<file path="config.mk">
export PLATFORM = sky130hd
export DESIGN_NAME = sfe_rsp_queue
export DESIGN_NICKNAME = d
export VERILOG_FILES = /design/src/rtl/sfe_pkg.sv /design/src/rtl/sfe_rsp_queue.sv
export VERILOG_INCLUDE_DIRS = /design/src /design/src/rtl
export SDC_FILE = /design/constraint.sdc
export NUM_CORES = 1
export LEC_CHECK = 0
export ABC_AREA = 1
export ABC_CLOCK_PERIOD_IN_PS = 6050
export BUFFER_PORTS_ARGS = -buffer_cell sky130_fd_sc_hd__buf_4
export CORE_MARGIN = 2
export CORE_UTILIZATION = 56
export CTS_CLUSTER_SIZE = 28
export DETAILED_ROUTE_END_ITERATION = 10
export PLACE_DENSITY = 0.8
export REMOVE_ABC_BUFFERS = 1
export SETUP_SLACK_MARGIN = 0.1
export SYNTH_ARGS = -nofsm -noshare
export SYNTH_HDL_FRONTEND = slang
export SYNTH_SLANG_ARGS = --single-unit
</file>
<file path="constraint.sdc">
create_clock -name clock -period 6.05 [get_ports clock]
set_input_delay 0.3025 -clock clock [delete_from_list [all_inputs] [get_ports clock]]
set_output_delay 0.3025 -clock clock [all_outputs]
set_load 0.02 [all_outputs]
</file>
<file path="src/rtl/slicing_floorplan_size_eval_unit_macros.svh">
// Assertion macros shared by the slicing floorplan size evaluator modules.
`ifndef SLICING_FLOORPLAN_SIZE_EVAL_UNIT_MACROS_SVH
`define SLICING_FLOORPLAN_SIZE_EVAL_UNIT_MACROS_SVH
`ifndef SYNTH
// The consequence must hold in the same cycle as the condition.
`define SFE_ASSERT_SAME(label, clk, rst, ante, cons) \
   label: assert property (@(posedge clk) disable iff (rst) (ante) |-> (cons)) \
      else $error("sfe: assertion failed");
// The consequence must hold in the cycle after the condition.
`define SFE_ASSERT_NEXT(label, clk, rst, ante, cons) \
   label: assert property (@(posedge clk) disable iff (rst) (ante) |=> (cons)) \
      else $error("sfe: assertion failed");
`else
`define SFE_ASSERT_SAME(label, clk, rst, ante, cons)
`define SFE_ASSERT_NEXT(label, clk, rst, ante, cons)
`endif
`endif

</file>
<file path="src/rtl/sfe_pkg.sv">
// Types, constants and helper functions of the slicing floorplan size evaluator.
`timescale 1ns / 1ps
`default_nettype none

package sfe_pkg;

   localparam int MAX_MODULES_DEF = 64;
   localparam int DIM_BITS_DEF    = 16;
   localparam int STACK_DEPTH_DEF = 64;

   localparam int IDX_W  = 6;
   localparam int LOAD_W = 16;
   localparam int SIZE_W = 22;
   localparam int POS_W  = 7;
   localparam int ERR_W  = 3;

   localparam logic [SIZE_W-1:0] SIZE_LIMIT = '1;
   localparam logic [POS_W-1:0]  POS_LIMIT  = '1;

   // Result queue slots; enough to keep one last token per cycle flowing while results are taken.
   localparam int RSP_SLOTS = 3;
   localparam int RSP_CNT_W = $clog2(RSP_SLOTS + 1);
   localparam int RSP_PTR_W = $clog2(RSP_SLOTS);

   typedef enum logic [1:0] {
      MODE_LOAD,
      MODE_OPERAND,
      MODE_CUT_H,
      MODE_CUT_V
   } mode_type;

   typedef enum logic [ERR_W-1:0] {
      ERR_NONE,
      ERR_UNDERFLOW,
      ERR_REPEAT,
      ERR_UNBALANCED,
      ERR_OVERFLOW
   } err_type;

   typedef enum logic [1:0] {
      OP_NONE,
      OP_PUSH,
      OP_CUT_H,
      OP_CUT_V
   } op_type;

   typedef struct packed {
      mode_type          mode;
      logic [IDX_W-1:0]  module_index;
      logic [LOAD_W-1:0] load_width;
      logic [LOAD_W-1:0] load_height;
      logic              last_token;
   } req_type;

   typedef struct packed {
      logic [SIZE_W-1:0] total_width;
      logic [SIZE_W-1:0] total_height;
      err_type           error_code;
      logic [POS_W-1:0]  fault_position;
   } rsp_type;

   typedef struct packed {
      logic [SIZE_W-1:0] w;
      logic [SIZE_W-1:0] h;
   } size_type;

   // Token that has passed the control stage and now acts on the stack.
   typedef struct packed {
      logic             valid;
      op_type           op;
      logic             last;
      err_type          err_code;
      logic [POS_W-1:0] err_pos;
      size_type         push_val;
   } stage_type;

   function automatic logic [SIZE_W-1:0] sat_size(input logic [32:0] v);
      logic [SIZE_W-1:0] r;
      if (v > 33'(SIZE_LIMIT)) begin
         r = SIZE_LIMIT;
      end else begin
         r = v[SIZE_W-1:0];
      end
      return r;
   endfunction

endpackage

`default_nettype wire

</file>
<file path="src/rtl/sfe_rsp_queue.sv">
// Small result queue that separates the evaluator from the result consumer.
`timescale 1ns / 1ps
`default_nettype none
`include "slicing_floorplan_size_eval_unit_macros.svh"

module sfe_rsp_queue
   import sfe_pkg::*;
(
   input  logic                 clock,
   input  logic                 reset,
   input  logic                 wr_valid,
   input  rsp_type              wr_item,
   output logic                 rsp_valid,
   input  logic                 rsp_ready,
   output rsp_type              rsp_item,
   output logic [RSP_CNT_W-1:0] count
);

   rsp_type              slot_ff [RSP_SLOTS];
   logic [RSP_PTR_W-1:0] wr_ptr_ff, wr_ptr_in;
   logic [RSP_PTR_W-1:0] rd_ptr_ff, rd_ptr_in;
   logic [RSP_CNT_W-1:0] count_ff, count_in;
   logic                 pop;

   function automatic logic [RSP_PTR_W-1:0] ptr_next(input logic [RSP_PTR_W-1:0] p);
      return (p == RSP_PTR_W'(RSP_SLOTS - 1)) ? '0 : p + RSP_PTR_W'(1);
   endfunction

   assign pop = rsp_valid && rsp_ready;

   always_comb begin
      wr_ptr_in = wr_valid ? ptr_next(wr_ptr_ff) : wr_ptr_ff;
      rd_ptr_in = pop ? ptr_next(rd_ptr_ff) : rd_ptr_ff;
      unique case ({wr_valid, pop})
         2'b10:   count_in = count_ff + RSP_CNT_W'(1);
         2'b01:   count_in = count_ff - RSP_CNT_W'(1);
         default: count_in = count_ff;
      endcase
   end

   always_ff @(posedge clock) begin
      if (reset) begin
         wr_ptr_ff <= '0;
         rd_ptr_ff <= '0;
         count_ff  <= '0;
      end else begin
         wr_ptr_ff <= wr_ptr_in;
         rd_ptr_ff <= rd_ptr_in;
         count_ff  <= count_in;
      end
   end

   always_ff @(posedge clock) begin
      if (wr_valid) begin
         slot_ff[wr_ptr_ff] <= wr_item;
      end
   end

   assign rsp_valid = (count_ff != '0);
   assign rsp_item  = slot_ff[rd_ptr_ff];
   assign count     = count_ff;

   `SFE_ASSERT_SAME(a_no_write_when_full, clock, reset, wr_valid, count_ff != RSP_CNT_W'(RSP_SLOTS))
   `SFE_ASSERT_NEXT(a_count_up, clock, reset, wr_valid && !pop, count_ff == RSP_CNT_W'($past(count_ff) + RSP_CNT_W'(1)))
   `SFE_ASSERT_NEXT(a_count_down, clock, reset, pop && !wr_valid, count_ff == RSP_CNT_W'($past(count_ff) - RSP_CNT_W'(1)))

endmodule

`default_nettype wire

</file>
## Word level (Yosys, flattened, before mapping)

Memories as Yosys holds them, arrays and structs flattened. A register that Yosys moved wholly into a read port is not among the register bits.
Cells that the tools add are included.

| cells by class | value |
|---|---|
| add/subtract/negate cells | 4 |
| reduce and logical (&&, ||, !) cells | 3 |
| mux-type cells | 7 |
| eq/ne operators | 4 |

Operators by type and width:

| operator | number |
|---|---|
| 2-bit 2-to-1 mux | 4 |
| 2-bit by 1-bit adder with 2-bit output, second input constant | 3 |
| 2-bit == test, second input constant | 3 |
| 2-bit case mux with 2 select lines | 1 |
| 2-bit nonzero test | 2 |
| 2-bit by 1-bit == test with 1-bit output, second input constant | 1 |
| 1-bit 2-to-1 mux | 2 |
| 2-bit by 1-bit subtractor with 2-bit output, second input constant | 1 |
| 1-bit logical AND | 1 |

| word-level totals | value |
|---|---|
| bits of input ports | 58 |
| flip-flop bits (word level) | 6 |
| output and inout bits | 57 |
| memory bits (writable) | 162 |
| word-level logic and storage cells | 22 |
| memories kept | 1 |

Memory list:

| name | depth | width | read ports | clocked after memory_dff | write ports | line | text |
|---|---|---|---|---|---|---|---|
| slot_ff | 3 | 54 | 1 | 1 | 1 | sfe_rsp_queue.sv:19 | `rsp_type slot_ff [RSP_SLOTS];` |

## Logic depth before layout (Yosys ltp)

| depth | value |
|---|---|
| depth in word-level cells | 4 |
| depth in mapped cells | 10 |
| gate-level depth less buffers | 10 |

## Worst setup path after synthesis

Ideal clock, no wire load.

| timing path | value |
|---|---|
| kind | register to register |
| from | register wr_ptr_ff[1] |
| to | memory slot_ff[2][0] in the netlist's numbering, enable pin |
| cell stages (with the launch flop) | 3 |
| clock period less this slack | 4.599 ns |
| library setup time | 0.532 ns |
| path slack | 1.451 ns |
| arrival time | 4.067 ns |
| data required time | 5.518 ns |
| path buffers | 0 |
| cell sequence | dfxtp_1 -> inv_1 -> nor3_1 |

RTL lines:

| what | line | text |
|---|---|---|
| from (decl) | sfe_rsp_queue.sv:20 | `logic [RSP_PTR_W-1:0] wr_ptr_ff, wr_ptr_in;` |
| from (signal assigned) | sfe_rsp_queue.sv:47 | `wr_ptr_ff <= wr_ptr_in;` |
| to (decl) | sfe_rsp_queue.sv:19 |  |

No word-level cell before the write port.

==> results by group <==
Finish
  – Commonest cells after routing, fill and taps aside: edfxtp_1 (162), buf_4 (119), nor2_1 (64), a21oi_1 (61), nand2_2 (51)
  – Layout cells sized above 1: 44.7%
  – Multi-input combinational cell area: 1400 µm²
  – Register area: 5030 µm²
  – FILL cells: 810
  – Post-layout nets: 626
  – Syn-to-layout area delta: 21.0%
  – Most common cell after layout, fill and taps aside: edfxtp_1
  – N_diodes: 0
  – Fin cells: 727

Clock tree
  – Clock buffer depth: 2
  – Post-CTS Setup Inserts: 0
  – Clock Sink Count: 170
  – Cts repair resizes: 0
  – H-tree depth: 4
  – Worst skew pair latency: 0.41 ns
  – CTS buffer count: 17
  – Clk slew on worst S/H paths: 0.06 ns
  – TritonCTS clock tree: yes
  – CTS root buf: clkbuf_16
  – Hold_buf cts: 0

Min path
  – Hold path cells: 2
  – HP Class: input pin to flop
  – Worst Hold Endpoint: wr_ptr_ff[0]
  – HP Start: reset

STA
  – Slew of the pin with the lowest slew margin: 1.20 ns
  – Final Slew Violations: 0
  – Fin crit share: 46.1%
  – Setup_tns: 0 ns
  – Peak Freq: 358 MHz
  – RSZ-0062 raised after global routing: false
  – Slew margin rel.: 20.0%
  – Final min period: 2.79 ns
  – Max Clock Skew: 0.0129 ns
  – Fin. Hold Viols: 0
  – Final setup vio count: 0

Detailed routing
  – Vias: 3930
  – Met3 Wirelength: 713 µm
  – Iteration count of the initial detailed-routing pass: 4
  – DR vias/cell: 5.41
  – WL per Instance: 17.6 µm
  – WL final: 12800 µm
  – Met1 WL: 5280 µm
  – DRC: 0
  – DR iter-0 viols: 301
  – DR WL met2: 6650 µm
  – Top layer in use: met4
  – Post-route ant nets: 0

Global route
  – First-pass GRT wire length: 19500 µm
  – Gr usage total: 20.2%
  – Antenna violations before repair: 0
  – Largest net degree at the start of global routing: 56
  – Grt total ovfl: 0
  – Vias in the first global route: 4023

Pwr
  – Internal power: 2.18 mW
  – PwrDens: 368 nW/µm²
  – Switch share: 27.0%
  – Pleak: 3.01 nW
  – Sequential share of power: 46.6%
  – NetSw: 0.809 mW
  – Worst vdd ir: 221 µV
  – Clk pwr share: 33.7%
  – Comb power frac: 19.7%

Place
  – # port buffers: 114
  – DP Cell Count: 695
  – DP Wirelength: 7400 µm
  – RePlAce Congestion: 0.749

Synthesis
  – Synth Instances: 451
  – Mapped Avg Cell Area: 14.9 µm²
  – Synth Cell Area: 6730 µm²
  – Post-synth cell types: 21
  – Area contributors post-synth: edfxtp_1 (72%), a21oi_2 (6.5%), nand2_2 (4.7%), a21oi_1 (4.5%), nor2_1 (3.6%)
  – Synth Register Bits: 170
  – Sequential area share after synthesis: 74.7%
  – Yosys warns: 0
  – Yosys top cell by area: edfxtp_1
  – Share of the synthesized area in the top cell type: 72.3%

Setup path
  – Capturing point of the worst reg2reg path: slot_ff[0][47]
  – Worst r2r path cells: 4
  – Max FO, Critical Path: 55
  – WP data arrival: 2.49 ns
  – Worst setup SP type: flop
  – Crit path kind: flop to output pin
  – WP data required: 5.75 ns
  – Crit path capture type: output pin
  – R2r setup slk: 4.23 ns
  – Start of the worst register-to-register path: wr_ptr_ff[1]

Floorplanning
  – Initial core utilization: 56.7%
  – Die Area: 12900 µm²
  – Die W: 114 µm
  – Row count: 40
  – Core Region: 11900 µm²
  – Height of the chip: 114 µm
  – I/O Pins: 115

Outcome
  – Outcome: finished clean

Run
  – Max-Cap Viols: 0
==> registers in the layout, summed over array words and instances, names as in the netlist, named ones only <==
| register | flops |
|---|---|
| count | 2 |
| rd_ptr_ff | 2 |
| slot_ff | 162 |
| wr_ptr_ff | 2 |
==> worst max-delay path by stage <==
| stage | from | to | slack (ns) |
|---|---|---|---|
| 6_report | flop | rsp_item[0] | 3.26 |
| 5_1_grt | flop | rsp_item[12] | 3.10 |
| 4_1_cts | flop | rsp_item[38] | 3.19 |
| 2_1_floorplan | wr_ptr_ff[1] | slot_ff[2][0] | 1.45 |
| 3_5_place_dp | flop | rsp_item[38] | 3.67 |
| 3_3_place_gp | flop | rsp_item[49] | 3.68 |
==> critical path, cell delays in order, from the launching register on <==
cell     delay [ns]
dfxtp_2        1.13
inv_6          0.41
nor2_1         0.27
a21oi_2        0.07
buf_4          0.17
==> cell families (layout without fill, tap and decap cells) <==
group | after synthesis | count (layout) | share of synthesized area, %
compound gates | 114 | 114 | 11.3
flops | 170 | 170 | 74.7
fa+ha+maj | 1 | 1 | 0.186
buf+inv | 36 | 165 | 4.58
simple gates | 130 | 130 | 9.25
==> through the flow <==
step,worst slack (ns),power [mW],util [%],area [µm²],hold slack [ns]
after floorplan,1.45,1.76,-,6490,0.372
after global placement,3.68,2.00,63.8,7570,0.446
after detailed placement,3.67,2.01,63.8,7570,0.459
after CTS,3.19,3.02,68.6,8140,0.0386
after global routing,3.10,3.11,68.6,8140,0.0417
final,3.26,2.99,68.6,8140,0.0564
==> cell type report <==
class / instances / area share [%]
sequential: 170 / 61.8
multi-input combinational: 245 / 17.2
timing repair buffer: 119 / 11.0
clock buffer: 22 / 5.83
tap: 147 / 2.26
clock inverter: 10 / 1.15
inverter: 14 / 0.861
==> layer usage <==
metal  GRT usage, %  vias up
met4           8.21        0
met3           6.27       14
met2           34.1      134
met5              0        -
met1           24.4     1922
li1               -     1860
==> cells in the mapped netlist <==
library cell and count:
clkbuf_4 1, buf_2 5, nand2_2 51, a21oi_1 61, buf_4 5, inv_12 1, buf_6 6, dfxtp_1 8
inv_1 10, edfxtp_1 162, nand3_1 2, ha_1 1, buf_12 5, nor3_1 1, o21ai_0 3, nand4_1 1
inv_2 2, nand2_1 11, inv_6 1, nor2_1 64, a21oi_2 50
==> power groups by stage <==
stage               Clock [mW]  Sequential, mW  Combinational, mW
floorplan                    0            1.42              0.341
global placement             0            1.42              0.581
detailed placement           0            1.42              0.592
CTS                       1.03            1.40              0.595
global route              1.08            1.40              0.630
finish                    1.01            1.39              0.589
Note: power is estimated with default switching activity, not from simulation.
