$ cat src/rtl/slicing_floorplan_size_eval_unit_macros.svh
// Assertion macros shared by the slicing floorplan size evaluator modules.
`ifndef SLICING_FLOORPLAN_SIZE_EVAL_UNIT_MACROS_SVH
`define SLICING_FLOORPLAN_SIZE_EVAL_UNIT_MACROS_SVH
`ifndef SYNTH
// The consequence must hold in the same cycle as the condition.
`define SFE_ASSERT_SAME(label, clk, rst, ante, cons) \
   label: assert property (@(posedge clk) disable iff (rst) (ante) |-> (cons)) \
      else $error("sfe: assertion failed");
// The consequence must hold in the cycle after the condition.
`define SFE_ASSERT_NEXT(label, clk, rst, ante, cons) \
   label: assert property (@(posedge clk) disable iff (rst) (ante) |=> (cons)) \
      else $error("sfe: assertion failed");
`else
`define SFE_ASSERT_SAME(label, clk, rst, ante, cons)
`define SFE_ASSERT_NEXT(label, clk, rst, ante, cons)
`endif
`endif

$ cat src/rtl/sfe_pkg.sv
// Types, constants and helper functions of the slicing floorplan size evaluator.
`timescale 1ns / 1ps
`default_nettype none

package sfe_pkg;

   localparam int MAX_MODULES_DEF = 64;
   localparam int DIM_BITS_DEF    = 16;
   localparam int STACK_DEPTH_DEF = 64;

   localparam int IDX_W  = 6;
   localparam int LOAD_W = 16;
   localparam int SIZE_W = 22;
   localparam int POS_W  = 7;
   localparam int ERR_W  = 3;

   localparam logic [SIZE_W-1:0] SIZE_LIMIT = '1;
   localparam logic [POS_W-1:0]  POS_LIMIT  = '1;

   // Result queue slots; enough to keep one last token per cycle flowing while results are taken.
   localparam int RSP_SLOTS = 3;
   localparam int RSP_CNT_W = $clog2(RSP_SLOTS + 1);
   localparam int RSP_PTR_W = $clog2(RSP_SLOTS);

   typedef enum logic [1:0] {
      MODE_LOAD,
      MODE_OPERAND,
      MODE_CUT_H,
      MODE_CUT_V
   } mode_type;

   typedef enum logic [ERR_W-1:0] {
      ERR_NONE,
      ERR_UNDERFLOW,
      ERR_REPEAT,
      ERR_UNBALANCED,
      ERR_OVERFLOW
   } err_type;

   typedef enum logic [1:0] {
      OP_NONE,
      OP_PUSH,
      OP_CUT_H,
      OP_CUT_V
   } op_type;

   typedef struct packed {
      mode_type          mode;
      logic [IDX_W-1:0]  module_index;
      logic [LOAD_W-1:0] load_width;
      logic [LOAD_W-1:0] load_height;
      logic              last_token;
   } req_type;

   typedef struct packed {
      logic [SIZE_W-1:0] total_width;
      logic [SIZE_W-1:0] total_height;
      err_type           error_code;
      logic [POS_W-1:0]  fault_position;
   } rsp_type;

   typedef struct packed {
      logic [SIZE_W-1:0] w;
      logic [SIZE_W-1:0] h;
   } size_type;

   // Token that has passed the control stage and now acts on the stack.
   typedef struct packed {
      logic             valid;
      op_type           op;
      logic             last;
      err_type          err_code;
      logic [POS_W-1:0] err_pos;
      size_type         push_val;
   } stage_type;

   function automatic logic [SIZE_W-1:0] sat_size(input logic [32:0] v);
      logic [SIZE_W-1:0] r;
      if (v > 33'(SIZE_LIMIT)) begin
         r = SIZE_LIMIT;
      end else begin
         r = v[SIZE_W-1:0];
      end
      return r;
   endfunction

endpackage

`default_nettype wire

$ cat src/rtl/sfe_stack_cell.sv
// One stack cell: holds a (width, height) entry and shifts with its neighbors.
`timescale 1ns / 1ps
`default_nettype none

module sfe_stack_cell
   import sfe_pkg::*;
(
   input  logic     clock,
   input  op_type   op,
   input  size_type above,
   input  size_type below,
   output size_type q
);

   size_type entry_ff;
   size_type entry_in;

   // A push moves every entry one cell deeper; a cut pulls them back up.
   always_comb begin
      unique case (op)
         OP_PUSH:            entry_in = above;
         OP_CUT_H, OP_CUT_V: entry_in = below;
         OP_NONE:            entry_in = entry_ff;
      endcase
   end

   always_ff @(posedge clock) begin
      entry_ff <= entry_in;
   end

   assign q = entry_ff;

endmodule

`default_nettype wire

$ cat config.mk
export PLATFORM = sky130hd
export DESIGN_NAME = sfe_stack_cell
export DESIGN_NICKNAME = d
export VERILOG_FILES = /design/src/rtl/slicing_floorplan_size_eval_unit_macros.svh /design/src/rtl/sfe_pkg.sv /design/src/rtl/sfe_stack_cell.sv
export SDC_FILE = /design/constraint.sdc
export NUM_CORES = 1
export LEC_CHECK = 0
export ABC_AREA = 1
export BUFFER_PORTS_ARGS = -buffer_cell sky130_fd_sc_hd__buf_2
export CORE_MARGIN = 2
export CORE_UTILIZATION = 42
export DETAILED_ROUTE_END_ITERATION = 8
export PLACE_DENSITY = 0.8
export SLEW_MARGIN = 20
export SYNTH_ARGS = -nofsm -noshare
export SYNTH_HDL_FRONTEND = slang
export SYNTH_SLANG_ARGS = --single-unit
$ cat constraint.sdc
create_clock -name clock -period 1.4 [get_ports clock]
set_input_delay 0.07 -clock clock [delete_from_list [all_inputs] [get_ports clock]]
set_output_delay 0.07 -clock clock [all_outputs]
set_load 0.05 [all_outputs]
Yosys cells after proc, flatten, opt, wreduce, memory -nomap -nowiden:

Index checks and enable logic that the tools add are counted.

* output and inout bits: 44
* input bits: 91
* register bits: 44

* mux-type cells: 1
* eq/ne operators: 3
* reduce and logical (&&, ||, !) cells: 2

Operator list (number)
* one-hot mux 44 bit (2 select lines): 1
* == test 2 bit (second input constant): 2
* == test 2 x 1 -> 1 bit (second input constant): 1
* zero test 2 bit: 1
* OR reduction 2 bit: 1

Logic depth before layout (Yosys ltp):

Gate-level depths: netlist of the first run.

* word-level depth: 3
* gate-level depth with buffers: 5
* mapped depth without buffers: 3

Least setup slack after synthesis of the first run:

OpenSTA, ideal clock, no wires.

* kind: input to register
* start: input port op[1]
* end: register entry_ff, in the netlist q[0], enable pin
* required time: 1018 ps
* data arrival time: 816 ps
* stages: 2
* slack: 202 ps
* cells stage by stage: buf_6 > or2_2

* longest elaborated chain between the ends: 1

RTL lines
* start: declaration: line sfe_stack_cell.sv:9 `input op_type op,`
* zero test 2 bit: line sfe_stack_cell.sv:20 `unique case (op)`
* end signal: assignment: line sfe_stack_cell.sv:28 `entry_ff <= entry_in;`
* end: declaration: line sfe_stack_cell.sv:15 `size_type entry_ff;`

No other way between the ends.
A chain may end at the register's enable or synchronous reset.

Worst setup path in the final report of the first run:

* start: register entry_ff, in the netlist q[18]
* end: output port q[18] (netlist name)

RTL lines
* end: declaration: line sfe_stack_cell.sv:12 `output size_type q`

No word-level cell between the ends.

==> flow_summary.json, run 1 <==
{
  "placedCellCount": 369,
  "io_pins": 135,
  "viasPerCell": 4.33,
  "cts_hold_buf": 0,
  "status": "finished clean",
  "fmax_ghz": 1.05,
  "drive_gt1_frac": 0.539,
  "min_period_over_period": 0.679,
  "critPathMaxFanout": 1,
  "layout.nets": 413,
  "finalNonFillerCells": 377,
  "tightest_slew_ns": 0.321,
  "drv_cap": 0,
  "grt_max_degree": 45,
  "syn_inst": 187,
  "dp_hpwl_mm": 3.07,
  "fp.dieW_um": 73.5,
  "arrival_ns": 0.88,
  "cts_setup_buffers": 0,
  "worstSetupPathType": "reg -> out",
  "area_growth_pct": 36.4,
  "fp.dieH_um": 73.5,
  "grt_antenna_before_repair": 0,
  "syn-cell-area_um2": 2030,
  "finalWirelength_mm": 4.12,
  "timing.critical_path.buf_inv": 1,
  "hold_viol_final": 0,
  "htree_levels": 2,
  "grt.overflow.total": 0,
  "drtIter0Drc": 84,
  "syn_nets": 278,
  "synth_cell_type_count": 8,
  "wl_per_cell_um": 10.9,
  "cts_buffers": 5,
  "leakagePower_nw": 1.45,
  "vias": 1631,
  "hold_path_class": "in -> reg",
  "portBuffers": 134,
  "fin_tns_setup_ns": 0,
  "place.gp.congestion": 0.693,
  "ant_nets": 0,
  "detail_route.first_pass.iterations": 4,
  "coreArea_um2": 4690,
  "antennaDiodeCount": 0,
  "syn_avg_cell_area_um2": 10.8,
  "crit_slowest_cell": "edfxtp_1",
  "relSlewSlack": 0.786,
  "vdd_drop_max_mv": 0.641,
  "grt_usage": 0.159,
  "required_ns": 1.33,
  "fillers": 404,
  "start_util": 0.432,
  "start_kind": "flop",
  "period_minus_slack_ns": 0.951,
  "ctsResizeCount": 0,
  "drv_slew": 0,
  "tritoncts": "yes",
  "multi_input_area_um2": 577,
  "row_count": 25,
  "seq_area_um2": 1320,
  "die_area_um2": 5390,
  "rsz0062_at_grt": "false",
  "crit_path_end_kind": "output port",
  "synth_seq_cells": 44,
  "largest_reg_flops": 44,
  "power_density_nw_per_um2": 1210,
  "grt_pass1_vias": 1595,
  "path_clk_slew_ns": 0.08,
  "critPathTopFamily": "flip-flops",
  "slowest_delay_ns": 0.38,
  "cp_cell_sequence": "buf_2",
  "cts_root_buf": "clkbuf_8",
  "yosysWarnings": 0,
  "cts.sinks": 44,
  "setup_viol": 0,
  "cts_buffer_depth": 2,
  "drc": 0,
  "grt_pass1_wl_mm": 6.61,
  "ys_seq_area_frac": 0.652
}
## synthesized netlist by cell type
master / instances / share of area
buf_4: 3 / 0.011
nand2_1: 102 / 0.19
nand2_2: 30 / 0.093
edfxtp_1: 44 / 0.65
buf_12: 3 / 0.030
buf_6: 3 / 0.017
inv_8: 1 / 0.0056
or2_2: 1 / 0.0031
## tightest hold or removal path: stages
cell and delay, ns:
buf_2 0.07, nand2_1 0.04, nand2_1 0.04
## area by class of cell
class                      instances  area share
clock buffer                       7      0.0276
clock inverter                     1     0.00136
inverter                           1     0.00408
multi-input combinational        133       0.209
sequential                        44       0.478
tap                               54      0.0245
timing repair buffer             137       0.255
## final timing paths
kind / start / to / slack (ns) / cells past startpoint
setup / recovery: q[18] / q[18] / 0.45 / 1
hold / removal: above[34] / q[34] / 0.05 / 3
## per-stage QoR
stage               instance area [um2]  total power, mW  hold slack [ns]   util  worst slack, ns
finish                             2760             3.34           0.0479  0.589            0.449
global route                       2760             3.51           0.0363  0.589            0.398
CTS                                2760             3.39           0.0338  0.589            0.431
detailed placement                 2680             2.66            0.339  0.572            0.362
global placement                   2680             2.64            0.338  0.572            0.388
floorplan                          2030             2.39            0.243      -            0.202
## cells in the final DEF (no fill, tap or decap)
cell type / n
buf_12: 1
buf_2: 134
buf_4: 2
clkbuf_1: 2
clkbuf_8: 5
clkinv_1: 1
edfxtp_1: 44
inv_8: 1
nand2_1: 102
nand2_2: 30
or2_2: 1
## per-layer routing
layer	track usage	part of all wire	wire length [um]	vias up
li1	-	-	-	865
met1	0.177	0.39	1590	682
met2	0.279	0.51	2100	77
met3	0.0549	0.092	377	7
met4	0.0626	0.014	59	0
met5	0	0	0	-
## where the power goes
part | switching [mW] | leakage [nW] | internal [mW]
Sequential | 0.0283 | 0.453 | 1.62
Combinational | 0.727 | 0.957 | 0.245
Clock | 0.381 | 0.0399 | 0.347
Total | 1.14 | 1.45 | 2.21
## cells by family after synthesis
family,after synthesis,synth area share
simple gates,133,0.285
buf+inv,10,0.0630
flops,44,0.652
No activity file was read; power rests on OpenSTA's default activity.
==> run 2: changes to the inputs <==
ABC_AREA = 0   (was 1)
clock period = 0.95 ns   (was 1.4 ns; I/O delays follow)
==> flow_summary.json, run 2 <==
{
  "synthFlopType": "edfxtp_1",
  "power_mw": 5.13,
  "die_area_um2": 5480,
  "timing.critical_path.buf_inv": 1,
  "grt_pass1_wl_mm": 5.67,
  "viasPerCell": 4.50,
  "p_sw_mw": 1.65,
  "yosysWarnings": 0,
  "cts.sinks": 44,
  "start_util": 0.436,
  "async_flop_share": 0,
  "hold_viol_final": 0,
  "internal-power_mw": 3.48,
  "relSlewSlack": 0.829,
  "vias": 1372,
  "placed_area_um2": 2830,
  "crit_path_end_kind": "output port",
  "rsz0062_at_grt": "true",
  "period_minus_slack_ns": 0.918,
  "synth_seq_cells": 44,
  "required_ns": 0.90,
  "fillers": 348,
  "syn_avg_cell_area_um2": 21.9,
  "vdd_drop_max_mv": 0.830,
  "wl_per_cell_um": 14.1,
  "whs_endpoint": "q[16]",
  "cts_hold_buf": 0,
  "yosysTopAreaCellShare": 0.641,
  "syn_nets": 185,
  "mostFrequentLayoutCells": "buf_2 (109), edfxtp_1 (44), mux2_4 (39)",
  "critPathTopFamily": "flip-flops",
  "dp_hpwl_mm": 3.40,
  "path_depth": 1,
  "slowest_delay_ns": 0.38,
  "grt_usage": 0.141,
  "status": "finished clean",
  "fp.dieH_um": 74.0,
  "htree_levels": 2,
  "fmax_ghz": 1.09,
  "io_pins": 135,
  "synth_cell_type_count": 6,
  "largest_reg_flops": 44,
  "multi_input_area_um2": 651,
  "tritoncts": "yes",
  "path_clk_slew_ns": 0.08,
  "synth_common_cells": "edfxtp_1 (44), mux2_4 (39), mux2_2 (5)",
  "grt.overflow.total": 0,
  "final_common_cell": "buf_2",
  "drv_cap": 0,
  "leakagePower_nw": 1.44,
  "antennaDiodeCount": 0,
  "power_density_nw_per_um2": 1720,
  "detail_route.first_pass.iterations": 4,
  "synth_most_common_cell": "edfxtp_1",
  "ys_seq_area_frac": 0.641,
  "layout.nets": 328,
  "cts_root_buf": "clkbuf_8",
  "synth.area.top_cells": "edfxtp_1 (64%), mux2_4 (28%), buf_12 (3.9%)",
  "area_growth_pct": 45.1,
  "ant_nets": 0,
  "switching_share": 0.322,
  "cp_cell_sequence": "buf_4",
  "cts_setup_buffers": 0,
  "finalWirelength_mm": 4.31,
  "p_clk_frac": 0.211,
  "place.gp.congestion": 0.713,
  "tightest_slew_ns": 0.258,
  "crit_slowest_cell": "edfxtp_1",
  "cts_buffer_depth": 2,
  "syn_inst": 94,
  "synth_area_leader_cell": "edfxtp_1",
  "min_period_over_period": 0.967,
  "design_area_um2": 2990,
  "coreArea_um2": 4720,
  "portBuffers": 134,
  "grt_max_degree": 19,
  "seq_area_um2": 1320,
  "drtIter0Drc": 52,
  "drc": 0,
  "row_count": 25,
  "synth-edff-count": 44,
  "grt_pass1_vias": 1260,
  "critPathMaxFanout": 1,
  "whs_path_depth": 2,
  "arrival_ns": 0.87,
  "seqPwrFrac": 0.475,
  "cts_buffers": 5,
  "worstSetupPathType": "reg -> out",
  "grt_antenna_before_repair": 0,
  "syn-cell-area_um2": 2060,
  "drive_gt1_frac": 0.811,
  "drv_slew": 0,
  "setup_viol": 0,
  "start_kind": "flop",
  "hold_path_class": "in -> reg",
  "critPathLaunch": "q[16]",
  "min_from": "above[16]",
  "comb_power_share": 0.314,
  "fp.dieW_um": 74.0
}
==> run 2: cell types whose count changed in the layout (fill, tap and decap cells not counted), moves of 2 or more <==
| cell | previous run | this run |
|---|---|---|
| clkinv_2 | 0 | 2 |
| nand2_2 | 30 | 0 |
| clkbuf_1 | 2 | 0 |
| buf_12 | 1 | 4 |
| buf_2 | 134 | 109 |
| mux2_2 | 0 | 5 |
| buf_4 | 2 | 24 |
| buf_6 | 0 | 4 |
| nand2_1 | 102 | 0 |
| mux2_4 | 0 | 39 |
==> run 2: repair_timing <==
action,4_1_cts,5_1_grt
setup endpoints to repair,5,22
pin swaps,0,0
resized for setup,6,43
==> run 2: cell type report <==
class | count | share of cell area
clock buffers | 5 | 0.0230
repair buffers | 141 | 0.285
clock inverters | 3 | 0.00460
well taps | 67 | 0.0280
flip-flops and latches | 44 | 0.442
multi-input cells | 45 | 0.218
==> run 2: how the worst max path moves through the flow <==
stage / end / slack, ns
after CTS: q[41] / 0.0008
after global placement: q[5] / -0.14
final: q[16] / 0.03
after global routing: q[15] / -0.005
after floorplan: q[0] / -0.12
after detailed placement: q[41] / -0.17
==> run 2: cells by family after synthesis <==
group	after synthesis	synth area share
multiplexers	44	0.311
flip-flops	44	0.641
buffers and inverters	5	0.0443
AND/OR/NAND/NOR	1	0.00304
==> run 2: power groups by stage <==
stage | Sequential [mW] | Clock, mW | Combinational [mW]
2_1_floorplan | 3.25 | 0 | 0.345
3_3_place_gp | 2.46 | 0 | 1.52
3_5_place_dp | 2.47 | 0 | 1.54
4_1_cts | 2.43 | 1.13 | 1.56
5_1_grt | 2.46 | 1.20 | 1.67
6_report | 2.44 | 1.08 | 1.61
==> run 2: stage by stage <==
stage | util | instances | hold WS, ns | setup TNS (ns) | worst slack, ns
global route | 0.633 | 305 | 0.0430 | -0.0108 | -0.00463
floorplan | - | 94 | 0.265 | -5.36 | -0.122
CTS | 0.620 | 305 | 0.0428 | 0 | 0.000752
detailed placement | 0.599 | 297 | 0.351 | -4.05 | -0.170
finish | 0.633 | 305 | 0.0542 | 0 | 0.0317
global placement | 0.599 | 297 | 0.348 | -3.39 | -0.144
==> run 2: routing by layer <==
metal	GRT usage	up-vias	routed length, um
li1	-	653	-
met1	0.142	640	1500
met2	0.264	74	2400
met3	0.0407	5	348
met4	0.0667	0	59
met5	0	-	0
==> run 3: changes to the inputs <==
CAP_MARGIN = 20   (was not set)
CORE_UTILIZATION = 40   (was 42)
PLACE_DENSITY = 0.77   (was 0.8)
==> flow_summary.json, run 3 (synthesis gave the netlist of run 2 again) <==
{
  "status": "finished clean",
  "required_ns": 0.90,
  "start_kind": "flop",
  "area_growth_pct": 47.1,
  "grt_max_degree": 23,
  "drive_gt1_frac": 0.802,
  "wl_per_cell_um": 14.6,
  "die_area_um2": 5740,
  "vdd_drop_max_mv": 0.973,
  "tritoncts": "yes",
  "hold_path_class": "in -> reg",
  "fp.dieW_um": 75.8,
  "finalWirelength_mm": 4.49,
  "grt.overflow.total": 0,
  "timing.critical_path.buf_inv": 1,
  "min_period_over_period": 0.983,
  "design_area_um2": 3030,
  "cts_buffer_depth": 2,
  "critPathMaxFanout": 1,
  "placedCellCount": 299,
  "power_mw": 5.21,
  "place.gp.congestion": 0.749,
  "drv_slew": 0,
  "cp_cell_sequence": "buf_6",
  "critPathTopFamily": "flip-flops",
  "cts_buffers": 5,
  "start_util": 0.409,
  "coreArea_um2": 5040,
  "largest_reg_flops": 44,
  "arrival_ns": 0.89,
  "detail_route.first_pass.iterations": 2,
  "slowest_delay_ns": 0.42,
  "layout.nets": 327,
  "placed_area_um2": 2830,
  "fp.dieH_um": 75.8,
  "relSlewSlack": 0.826,
  "crit_slowest_cell": "edfxtp_1",
  "worstSetupPathType": "reg -> out",
  "path_clk_slew_ns": 0.08,
  "vias": 1352,
  "antennaDiodeCount": 0,
  "fmax_ghz": 1.07,
  "leakagePower_nw": 1.45,
  "grt_antenna_before_repair": 0,
  "fillers": 403,
  "final_common_cell": "buf_2",
  "setup_slack_ns": 0.0166,
  "io_pins": 135,
  "seq_area_um2": 1320,
  "period_minus_slack_ns": 0.933,
  "fin_tns_setup_ns": 0,
  "drtIter0Drc": 23,
  "cts_hold_buf": 0,
  "ant_nets": 0,
  "drv_cap": 0,
  "viasPerCell": 4.40,
  "final_core_util": 0.601,
  "power_density_nw_per_um2": 1720,
  "cts.sinks": 44,
  "hold_viol_final": 0,
  "grt_usage": 0.155,
  "cts_root_buf": "clkbuf_8",
  "crit_path_end_kind": "output port",
  "grt_pass1_vias": 1400,
  "rsz0062_at_grt": "true",
  "grt_pass1_wl_mm": 6.37,
  "multi_input_area_um2": 651,
  "mostFrequentLayoutCells": "buf_2 (100), edfxtp_1 (44), mux2_4 (39)",
  "finalNonFillerCells": 307,
  "drc": 0,
  "tightest_slew_ns": 0.263,
  "portBuffers": 134,
  "whs_ns": 0.0538,
  "htree_levels": 2,
  "row_count": 26,
  "pre_cts_slack_ns": -0.0728,
  "setup_viol": 0
}
## run 3: changes by cell type in the layout (fill, tap and decap cells not counted)
cell      previous run  this run
buf_2              109       100
buf_6                4        11
clkbuf_1             0         2
clkinv_2             2         0
clkbuf_4             0         1
## run 3: report_power, final
part | internal, mW | total [mW] | switching, mW | leakage, nW
sequential | 2.38 | 2.45 | 0.0710 | 0.448
combinational | 0.639 | 1.65 | 1.01 | 0.962
clock | 0.513 | 1.10 | 0.589 | 0.0399
## run 3: final timing paths
kind,startpoint,slack [ns],endpoint,cells past startpoint
worst min-delay path,above[33],0.05,q[33],2
worst max-delay path,q[32],0.02,q[32],1
## run 3: area by class of cell
class                           count  share of cell area
Tap cell                           70              0.0289
Sequential cell                    44               0.436
Multi-Input combinational cell     45               0.215
Clock inverter                      1             0.00124
Clock buffer                        7              0.0252
Timing Repair Buffer              140               0.294
## run 3: layer usage
metal	vias up	track usage	wire length, um
li1	649	-	-
met1	621	0.163	1590
met2	74	0.270	2400
met3	8	0.0661	413
met4	0	0.0643	89
met5	-	0	0
## run 3: timing repair
| item | 4_1_cts | 5_1_grt |
|---|---|---|
| pin swaps | 0 | 0 |
| endpoints found under the setup margin | 7 | 32 |
| setup buffers | 0 | 0 |
| resized for setup | 7 | 64 |
