`src/rtl/slicing_floorplan_size_eval_unit_macros.svh`:
```
// Assertion macros shared by the slicing floorplan size evaluator modules.
`ifndef SLICING_FLOORPLAN_SIZE_EVAL_UNIT_MACROS_SVH
`define SLICING_FLOORPLAN_SIZE_EVAL_UNIT_MACROS_SVH
`ifndef SYNTH
// The consequence must hold in the same cycle as the condition.
`define SFE_ASSERT_SAME(label, clk, rst, ante, cons) \
   label: assert property (@(posedge clk) disable iff (rst) (ante) |-> (cons)) \
      else $error("sfe: assertion failed");
// The consequence must hold in the cycle after the condition.
`define SFE_ASSERT_NEXT(label, clk, rst, ante, cons) \
   label: assert property (@(posedge clk) disable iff (rst) (ante) |=> (cons)) \
      else $error("sfe: assertion failed");
`else
`define SFE_ASSERT_SAME(label, clk, rst, ante, cons)
`define SFE_ASSERT_NEXT(label, clk, rst, ante, cons)
`endif
`endif

```
`src/rtl/sfe_pkg.sv`:
```
// Types, constants and helper functions of the slicing floorplan size evaluator.
`timescale 1ns / 1ps
`default_nettype none

package sfe_pkg;

   localparam int MAX_MODULES_DEF = 64;
   localparam int DIM_BITS_DEF    = 16;
   localparam int STACK_DEPTH_DEF = 64;

   localparam int IDX_W  = 6;
   localparam int LOAD_W = 16;
   localparam int SIZE_W = 22;
   localparam int POS_W  = 7;
   localparam int ERR_W  = 3;

   localparam logic [SIZE_W-1:0] SIZE_LIMIT = '1;
   localparam logic [POS_W-1:0]  POS_LIMIT  = '1;

   // Result queue slots; enough to keep one last token per cycle flowing while results are taken.
   localparam int RSP_SLOTS = 3;
   localparam int RSP_CNT_W = $clog2(RSP_SLOTS + 1);
   localparam int RSP_PTR_W = $clog2(RSP_SLOTS);

   typedef enum logic [1:0] {
      MODE_LOAD,
      MODE_OPERAND,
      MODE_CUT_H,
      MODE_CUT_V
   } mode_type;

   typedef enum logic [ERR_W-1:0] {
      ERR_NONE,
      ERR_UNDERFLOW,
      ERR_REPEAT,
      ERR_UNBALANCED,
      ERR_OVERFLOW
   } err_type;

   typedef enum logic [1:0] {
      OP_NONE,
      OP_PUSH,
      OP_CUT_H,
      OP_CUT_V
   } op_type;

   typedef struct packed {
      mode_type          mode;
      logic [IDX_W-1:0]  module_index;
      logic [LOAD_W-1:0] load_width;
      logic [LOAD_W-1:0] load_height;
      logic              last_token;
   } req_type;

   typedef struct packed {
      logic [SIZE_W-1:0] total_width;
      logic [SIZE_W-1:0] total_height;
      err_type           error_code;
      logic [POS_W-1:0]  fault_position;
   } rsp_type;

   typedef struct packed {
      logic [SIZE_W-1:0] w;
      logic [SIZE_W-1:0] h;
   } size_type;

   // Token that has passed the control stage and now acts on the stack.
   typedef struct packed {
      logic             valid;
      op_type           op;
      logic             last;
      err_type          err_code;
      logic [POS_W-1:0] err_pos;
      size_type         push_val;
   } stage_type;

   function automatic logic [SIZE_W-1:0] sat_size(input logic [32:0] v);
      logic [SIZE_W-1:0] r;
      if (v > 33'(SIZE_LIMIT)) begin
         r = SIZE_LIMIT;
      end else begin
         r = v[SIZE_W-1:0];
      end
      return r;
   endfunction

endpackage

`default_nettype wire

```
`src/rtl/sfe_token_ctrl.sv`:
```
// Token checker: dimension store, stack depth bookkeeping and fault tracking.
`timescale 1ns / 1ps
`default_nettype none
`include "slicing_floorplan_size_eval_unit_macros.svh"

module sfe_token_ctrl
   import sfe_pkg::*;
#(
   parameter int MAX_MODULES = MAX_MODULES_DEF,
   parameter int DIM_BITS    = DIM_BITS_DEF,
   parameter int STACK_DEPTH = STACK_DEPTH_DEF
)(
   input  logic      clock,
   input  logic      reset,
   input  logic      accept,
   input  req_type   item,
   output stage_type stage
);

   localparam int ADDR_W  = $clog2(MAX_MODULES);
   localparam int DEPTH_W = $clog2(STACK_DEPTH + 1);

   logic [2*DIM_BITS-1:0] dim_mem [MAX_MODULES];
   logic [2*DIM_BITS-1:0] rd_ff;
   logic                  in_range_ff;

   logic [31:0]           idx_ext;
   logic [ADDR_W-1:0]     addr;
   logic                  in_range;
   logic [2*DIM_BITS-1:0] load_val;
   logic                  is_token;

   logic [DEPTH_W-1:0] depth_ff, depth_in, depth_next;
   logic               prev_valid_ff, prev_valid_in;
   mode_type           prev_kind_ff, prev_kind_in;
   logic [IDX_W-1:0]   prev_idx_ff, prev_idx_in;
   logic [POS_W-1:0]   pos_ff, pos_in;
   err_type            err_ff, err_in, err_next, fault;
   logic [POS_W-1:0]   err_pos_ff, err_pos_in, err_pos_next;
   op_type             op;

   logic               s_valid_ff, s_valid_in;
   op_type             s_op_ff, s_op_in;
   logic               s_last_ff, s_last_in;
   err_type            s_err_ff, s_err_in;
   logic [POS_W-1:0]   s_err_pos_ff, s_err_pos_in;

   assign idx_ext  = 32'(item.module_index);
   assign addr     = idx_ext[ADDR_W-1:0];
   assign in_range = idx_ext < 32'(MAX_MODULES);
   assign load_val = {DIM_BITS'(32'(item.load_width)), DIM_BITS'(32'(item.load_height))};
   assign is_token = accept && (item.mode != MODE_LOAD);

   always_ff @(posedge clock) begin
      if (accept && item.mode == MODE_LOAD && in_range) begin
         dim_mem[addr] <= load_val;
      end
      if (accept && item.mode == MODE_OPERAND) begin
         rd_ff       <= dim_mem[addr];
         in_range_ff <= in_range;
      end
   end

   always_comb begin
      depth_in      = depth_ff;
      prev_valid_in = prev_valid_ff;
      prev_kind_in  = prev_kind_ff;
      prev_idx_in   = prev_idx_ff;
      pos_in        = pos_ff;
      err_in        = err_ff;
      err_pos_in    = err_pos_ff;
      depth_next    = depth_ff;
      fault         = ERR_NONE;
      op            = OP_NONE;
      err_next      = err_ff;
      err_pos_next  = err_pos_ff;
      s_valid_in    = 1'b0;
      s_op_in       = OP_NONE;
      s_last_in     = 1'b0;
      s_err_in      = err_ff;
      s_err_pos_in  = err_pos_ff;

      if (is_token) begin
         if (err_ff == ERR_NONE) begin
            if (item.mode == MODE_OPERAND) begin
               if (prev_valid_ff && prev_kind_ff == MODE_OPERAND &&
                   prev_idx_ff == item.module_index) begin
                  fault = ERR_REPEAT;
               end else if (depth_ff >= DEPTH_W'(STACK_DEPTH)) begin
                  fault = ERR_OVERFLOW;
               end else begin
                  op         = OP_PUSH;
                  depth_next = depth_ff + DEPTH_W'(1);
               end
            end else begin
               // Underflow takes priority over a repeated operator.
               if (depth_ff < DEPTH_W'(2)) begin
                  fault = ERR_UNDERFLOW;
               end else if (prev_valid_ff && prev_kind_ff == item.mode) begin
                  fault = ERR_REPEAT;
               end else begin
                  op         = (item.mode == MODE_CUT_H) ? OP_CUT_H : OP_CUT_V;
                  depth_next = depth_ff - DEPTH_W'(1);
               end
            end
            if (fault != ERR_NONE) begin
               err_next     = fault;
               err_pos_next = pos_ff;
            end
         end

         if (item.last_token && err_next == ERR_NONE && depth_next != DEPTH_W'(1)) begin
            err_next     = ERR_UNBALANCED;
            err_pos_next = pos_ff;
         end

         s_valid_in   = 1'b1;
         s_op_in      = op;
         s_last_in    = item.last_token;
         s_err_in     = err_next;
         s_err_pos_in = err_pos_next;

         if (item.last_token) begin
            depth_in      = '0;
            prev_valid_in = 1'b0;
            prev_kind_in  = MODE_LOAD;
            prev_idx_in   = '0;
            pos_in        = '0;
            err_in        = ERR_NONE;
            err_pos_in    = '0;
         end else begin
            depth_in      = depth_next;
            prev_valid_in = 1'b1;
            prev_kind_in  = item.mode;
            prev_idx_in   = item.module_index;
            pos_in        = (pos_ff == POS_LIMIT) ? pos_ff : pos_ff + POS_W'(1);
            err_in        = err_next;
            err_pos_in    = err_pos_next;
         end
      end
   end

   always_ff @(posedge clock) begin
      if (reset) begin
         depth_ff      <= '0;
         prev_valid_ff <= 1'b0;
         prev_kind_ff  <= MODE_LOAD;
         prev_idx_ff   <= '0;
         pos_ff        <= '0;
         err_ff        <= ERR_NONE;
         err_pos_ff    <= '0;
         s_valid_ff    <= 1'b0;
         s_op_ff       <= OP_NONE;
      end else begin
         depth_ff      <= depth_in;
         prev_valid_ff <= prev_valid_in;
         prev_kind_ff  <= prev_kind_in;
         prev_idx_ff   <= prev_idx_in;
         pos_ff        <= pos_in;
         err_ff        <= err_in;
         err_pos_ff    <= err_pos_in;
         s_valid_ff    <= s_valid_in;
         s_op_ff       <= s_op_in;
      end
   end

   always_ff @(posedge clock) begin
      s_last_ff    <= s_last_in;
      s_err_ff     <= s_err_in;
      s_err_pos_ff <= s_err_pos_in;
   end

   assign stage.valid      = s_valid_ff;
   assign stage.op         = s_op_ff;
   assign stage.last       = s_last_ff;
   assign stage.err_code   = s_err_ff;
   assign stage.err_pos    = s_err_pos_ff;
   assign stage.push_val.w = in_range_ff ? sat_size(33'(rd_ff[2*DIM_BITS-1:DIM_BITS])) : '0;
   assign stage.push_val.h = in_range_ff ? sat_size(33'(rd_ff[DIM_BITS-1:0])) : '0;

   `SFE_ASSERT_SAME(a_depth_bound, clock, reset, 1'b1, depth_ff <= DEPTH_W'(STACK_DEPTH))
   `SFE_ASSERT_NEXT(a_clear_after_last, clock, reset, is_token && item.last_token, depth_ff == '0 && err_ff == ERR_NONE && pos_ff == '0 && !prev_valid_ff)
   `SFE_ASSERT_NEXT(a_fault_sticky, clock, reset, err_ff != ERR_NONE && !(is_token && item.last_token), err_ff == $past(err_ff) && err_pos_ff == $past(err_pos_ff))

endmodule

`default_nettype wire

```
`config.mk`:
```
export PLATFORM = sky130hd
export DESIGN_NAME = sfe_token_ctrl
export DESIGN_NICKNAME = d
export VERILOG_FILES = /design/src/rtl/sfe_pkg.sv /design/src/rtl/sfe_token_ctrl.sv
export VERILOG_INCLUDE_DIRS = /design/src /design/src/rtl
export SDC_FILE = /design/constraint.sdc
export NUM_CORES = 2
export LEC_CHECK = 0
export ABC_AREA = 1
export BUFFER_PORTS_ARGS = -buffer_cell sky130_fd_sc_hd__buf_4
export CORE_MARGIN = 2
export CORE_UTILIZATION = 45
export CTS_BUF_LIST = sky130_fd_sc_hd__clkbuf_4 sky130_fd_sc_hd__clkbuf_8
export CTS_CLUSTER_SIZE = 28
export DETAILED_ROUTE_END_ITERATION = 16
export PLACE_DENSITY = 0.62
export SYNTH_ARGS = -nofsm -noshare
export SYNTH_HDL_FRONTEND = slang
export SYNTH_SLANG_ARGS = --single-unit
```
`constraint.sdc`:
```
create_clock -name clock -period 10.1 [get_ports clock]
set_input_delay 2.02 -clock clock [delete_from_list [all_inputs] [get_ports clock]]
set_output_delay 2.02 -clock clock [all_outputs]
set_load 0.01 [all_outputs]
```
Yosys cells after proc, flatten, opt, wreduce, memory -nomap -nowiden
Memories as Yosys holds them, arrays and structs flattened. A register that Yosys moved wholly into a read port is not among the register bits.
Cells that the tools add are included.
{"block": "totals", "n_memories": 1, "reg_bits": 48, "ramBits": 2048, "inputBits": 44}
{"block": "classes", "addsub": 3, "order_cmp": 3, "bitwise": 2, "n_eq_ne": 8, "reduce_logical": 16, "mux": 42}
{"memory": "dim_mem", "depth": 64, "word_bits": 32, "rd": 1, "rd_ports_with_merged_regs": 1, "write_ports": 1, "line_no": "sfe_token_ctrl.sv:23", "rtl": "logic [2*DIM_BITS-1:0] dim_mem [MAX_MODULES];"}
{"op": "$mux W7", "n": 15}
{"op": "$mux W3", "n": 11}
{"op": "$mux W16", "n": 2}
{"op": "$add A7 B1 Y7 const B", "n": 2}
{"op": "$mux W2", "n": 6}
{"op": "$logic_and A1 B1 Y1", "n": 9}
{"op": "$eq A7 B7 Y1 const B", "n": 1}
{"op": "$ge A7 B7 Y1 const B", "n": 1}
{"op": "$lt A6 B7 Y1 const B", "n": 1}
{"op": "$lt A7 B2 Y1 const B", "n": 1}
{"op": "$mux W1", "n": 7}
{"op": "$ne A7 B1 Y1 const B", "n": 1}
{"op": "$sub A7 B1 Y7 const B", "n": 1}
{"op": "$eq A6 B6 Y1", "n": 1}
{"op": "$logic_not A3 Y1", "n": 2}
{"op": "$mux W6", "n": 1}
{"op": "$eq A2 B1 Y1 const B", "n": 2}
{"op": "$reduce_bool A3 Y1", "n": 1}
{"op": "$reduce_or A3 Y1", "n": 1}
{"op": "$eq A2 B2 Y1", "n": 1}
{"op": "$eq A2 B2 Y1 const B", "n": 1}
{"op": "$logic_not A2 Y1", "n": 1}
{"op": "$ne A2 B2 Y1 const B", "n": 1}
{"op": "$not A1 Y1", "n": 2}
{"op": "other kinds (2)", "n": 2}

Logic depth before layout (Yosys ltp)
{"block": "logic_depth", "word_depth": 16, "ltp_mapped": 20}

Worst setup path before layout
OpenSTA, ideal clock, no wires.
{"block": "synth_path", "kind": "in2reg", "from": "input item[35] (netlist name)", "to": "memory dim_mem[15][0] (netlist name), enable pin", "t_arrival_ps": 4710, "path_buffers": 4, "setup_time_ps": 421, "path_slack_ps": 4969, "path_stages": 8, "path_cell_list": "buf_2 > nand3_1 > inv_2 > clkbuf_1 > buf_2 > buf_2 > nand2_1 > nor2_1"}
{"block": "synth_between", "elab_chain_cells": 4}
{"item": "start, declared", "line_no": "sfe_token_ctrl.sv:16", "rtl": "input req_type item,"}
{"item": "$lt A6 B7 Y1", "line_no": "sfe_token_ctrl.sv:50", "rtl": "assign in_range = idx_ext < 32'(MAX_MODULES);"}
{"item": "$logic_and A1 B1 Y1", "line_no": "sfe_token_ctrl.sv:55", "rtl": "if (accept && item.mode == MODE_LOAD && in_range) begin"}
{"item": "$mux W1", "line_no": "sfe_token_ctrl.sv:55"}
{"item": "$mux W1 (not written as such)", "line_no": "sfe_token_ctrl.sv:56", "rtl": "dim_mem[addr] <= load_val;"}
{"item": "end, declared", "line_no": "sfe_token_ctrl.sv:23"}
Parallel ways exist; a longest one is shown, timed or not.

Worst setup path in the final report
{"block": "layout_path", "from": "input item[39] (netlist name)", "to": "memory dim_mem[31][16] (netlist name), enable pin"}
{"block": "layout_between", "elab_chain_cells": 5}
{"item": "$logic_not A2 Y1", "line_no": "sfe_token_ctrl.sv:55"}
{"item": "$logic_and A1 B1 Y1 (2 in a row)", "line_no": "sfe_token_ctrl.sv:55"}
{"item": "$mux W1", "line_no": "sfe_token_ctrl.sv:55"}
{"item": "$mux W1 (not written as such)", "line_no": "sfe_token_ctrl.sv:56"}
Every way passes these cells.

==> run metrics <==
outcome finished, final reports clean; Synth Cell Area 78600 µm²; #FFs+latches synth approximately 2100; crit-path max FO 20; total power between 15 and 20 mW; slowest CP cell nor2_1; DR DRC count 0; WP data required 10.69 ns; routed wire length 236000 µm; Rel. slew slack 21.9%; Worst Clk Skew 0.0896 ns; first-pass GRT wire length 335000 µm; Peak VDD IR between 0.15 and 0.2 mV; H-tree levels 5; reg2reg path depth 13; Area Overhead vs Synth 13.1%; CTS tree done; register-to-register setup slack 7.50 ns; commonest non-fill, non-tap cell in the layout edfxtp_1; Worst Setup EP dim_mem[31][16]$_DFFE_PP_; hold crit path type reg -> reg; share of layout cells above drive strength 1 15.7%; cell count along the critical path 6; antenna viol nets, final 0; Final Hold Viols 0; crit path launch type primary input; Worst Setup SP item[39]; largest net degree at the start of global routing 120; Worst setup EP type flip-flop; Starting DRT DRC Count 5869; Max-cap violations 0; Top delay family on crit path simple AND/OR/NAND/NOR gates; Tcrit/Tclk final 50.8%; final setup TNS 0 ns; Worst Tran Pin Value roughly 1.2 ns; Reg clk slew, reported paths 0.06 ns; Synth Area per Inst around 16 µm²; root buffer cell clkbuf_8; via/cell ratio 6.09; Clock Path Buffers 4; Max Clock Freq roughly 190 MHz; Overall Global Routing Usage between 20% and 30%; Finish-stage setup viols 0; DR pass1 iterations 6; Initial Util about 45%; initial antenna violation count 6; register area share after synthesis 80.7%; Post-Syn Instances a little under 5000; Wirelength per Cell 30.6 µm; CP bufs+invs 2; CP most frequent cell buf_4; Slew Limit Fails 0; YS warnings 0; Die Wd 422 µm; CTS Sinks 2127; row count 153; nets 5212; CP Cell Sequence buf_4 -> or2_2 -> nor2_1 -> nand2_1 -> nor2_4 -> buf_4; RSZ-0062 raised after global routing false; Max stage delay on crit path 0.88 ns; Final Wtd Congestion 0.831; Port-buffer cells 89; pwr dens 199 nW/µm²; Synth cell types 45; Critical R2R Capture err_pos_ff[2]$_SDFFE_PP0P_; GRT overflow 0; CP arrival 5.72 ns; vias 47100; reg2reg start err_ff[2]$_SDFFE_PP0P_; worst skew pair latency 1.03 ns; Core ar. 174000 µm²; commonest cells after routing, fill and taps aside edfxtp_1 (2080), nand2_1 (989), clkbuf_8 (358), a22oi_1 (314), nand4_1 (282); vias in the first global route 45700; Post-CTS Setup Inserts 0; fin crit period 5.13 ns; Fill cells 14100; die area 178000 µm²; post-CTS sizing 0; cts bufs inserted roughly 350; Die H 422 µm; Post-DP HPWL approximately 120000 µm; I/O pin cnt 102; CTS Hold Bufs 0; Leakage between 20 and 30 nW; Setup CP Type in -> reg
==> registers in the layout (all words and copies together) (netlist names), 6 cells and up <==
name	flops
dim_mem	2048
rd_ff	32
depth_ff	7
err_pos_ff	7
pos_ff	7
s_err_pos_ff	7
prev_idx_ff	6
==> per-stage QoR <==
| step | std cells | hold WS, ns | area [µm²] | worst slack [ns] | util, % |
|---|---|---|---|---|---|
| final | 7737 | 0.471 | 88900 | 4.97 | 51.2 |
| after global routing | 7735 | 0.489 | 88900 | 5.05 | 51.2 |
| after CTS | 7734 | 0.474 | 88900 | 5.14 | 51.2 |
| after detailed placement | 7136 | 0.462 | 82400 | 4.10 | 47.5 |
| after global placement | 7136 | 0.456 | 82400 | 4.14 | 47.5 |
| after floorplan | 4896 | 0.425 | 78600 | 4.97 | - |
==> report_power, final <==
group          total [mW]  internal, mW  leakage [nW]  switching, mW
combinational       0.793         0.195          5.92          0.598
clock                7.14          3.83          3.43           3.32
sequential           9.73          9.72          19.1         0.0140
total                17.7          13.7          28.5           3.93
==> kinds of logic (layout without fill, tap and decap cells) <==
| kind of cell | after synthesis | count (layout) | synth area share, % |
|---|---|---|---|
| DFF | 2127 | 2127 | 80.7 |
| adders and majority gates | 3 | 3 | 0.0478 |
| AOI/OAI and AO/OA | 859 | 859 | 8.58 |
| buffers and inverters | 364 | 877 | 1.98 |
| xor gates and xnor gates | 7 | 7 | 0.0780 |
| other | 1 | 15 | 0.00477 |
| and+or+nand+nor | 1524 | 1524 | 8.62 |
==> metal layers <==
| metal | global-route usage [%] | part of all wire (%) | vias to the layer above |
|---|---|---|---|
| met5 | 0 | 0.0097 | - |
| met4 | 11.2 | 4.5 | 4 |
| met3 | 5.05 | 9.4 | 512 |
| met2 | 41.7 | 47 | 2687 |
| met1 | 35.1 | 39 | 24200 |
| li1 | - | - | 19700 |
==> tightest hold or removal path, stage by stage, from the launching register on <==
cell and delay [ns]:
dfxtp_1 0.31, nand2_1 0.06, a21oi_1 0.06
==> synthesized netlist by cell type (all sizes together) <==
cell type	instances	area [µm²]
a22o	206	1800
a22oi	314	2360
nor2	113	464
nand3	68	358
a41o	3	30.0
clkinv	2	7.51
nand3b	1	7.51
a211oi	1	7.51
nor4	1	6.26
dfxtp	47	941
inv	83	317
xor2	4	35.0
ha	3	37.5
o21ai	39	195
a21o	1	7.51
nand2	1020	3950
a31oi	1	6.26
nand4	282	1760
a21oi	74	404
a221oi	219	1920
edfxtp	2080	62500
buf	146	731
or2	21	131
nor3	16	80.1
xnor2	3	26.3
conb	1	3.75
nor3b	1	7.51
and3	1	6.26
o2bb2ai	1	8.76
clkbuf	133	499
==> cell type report <==
| cell class | count | area (µm²) | area share, % |
|---|---|---|---|
| Clock inverter | 123 | 652 | 0.733 |
| Clock buffer | 475 | 5810 | 6.53 |
| Inverter | 85 | 377 | 0.424 |
| Tap cell | 2325 | 2910 | 3.27 |
| Timing Repair Buffer | 194 | 1560 | 1.75 |
| Antenna cell | 3 | 7.51 | 0.00844 |
| Sequential cell | 2127 | 63400 | 71.3 |
| Multi-Input combinational cell | 2405 | 14200 | 16.0 |
==> worst min-delay path by stage <==
| stage | to | start | slack [ns] | depth (start not counted) |
|---|---|---|---|---|
| 2_1_floorplan | s_err_ff[2]$_DFF_P_ | err_ff[2]$_SDFFE_PP0P_ | 0.43 | 2 |
| 3_3_place_gp | prev_kind_ff[1]$_SDFFE_PP0P_ | prev_kind_ff[1]$_SDFFE_PP0P_ | 0.46 | 2 |
| 3_5_place_dp | s_err_ff[2]$_DFF_P_ | err_ff[2]$_SDFFE_PP0P_ | 0.46 | 2 |
| 4_1_cts | prev_kind_ff[1]$_SDFFE_PP0P_ | prev_kind_ff[1]$_SDFFE_PP0P_ | 0.47 | 2 |
| 5_1_grt | err_ff[2]$_SDFFE_PP0P_ | err_ff[2]$_SDFFE_PP0P_ | 0.49 | 2 |
| 6_report | prev_kind_ff[1]$_SDFFE_PP0P_ | prev_kind_ff[1]$_SDFFE_PP0P_ | 0.47 | 2 |
(Power assumes the default switching activity.)
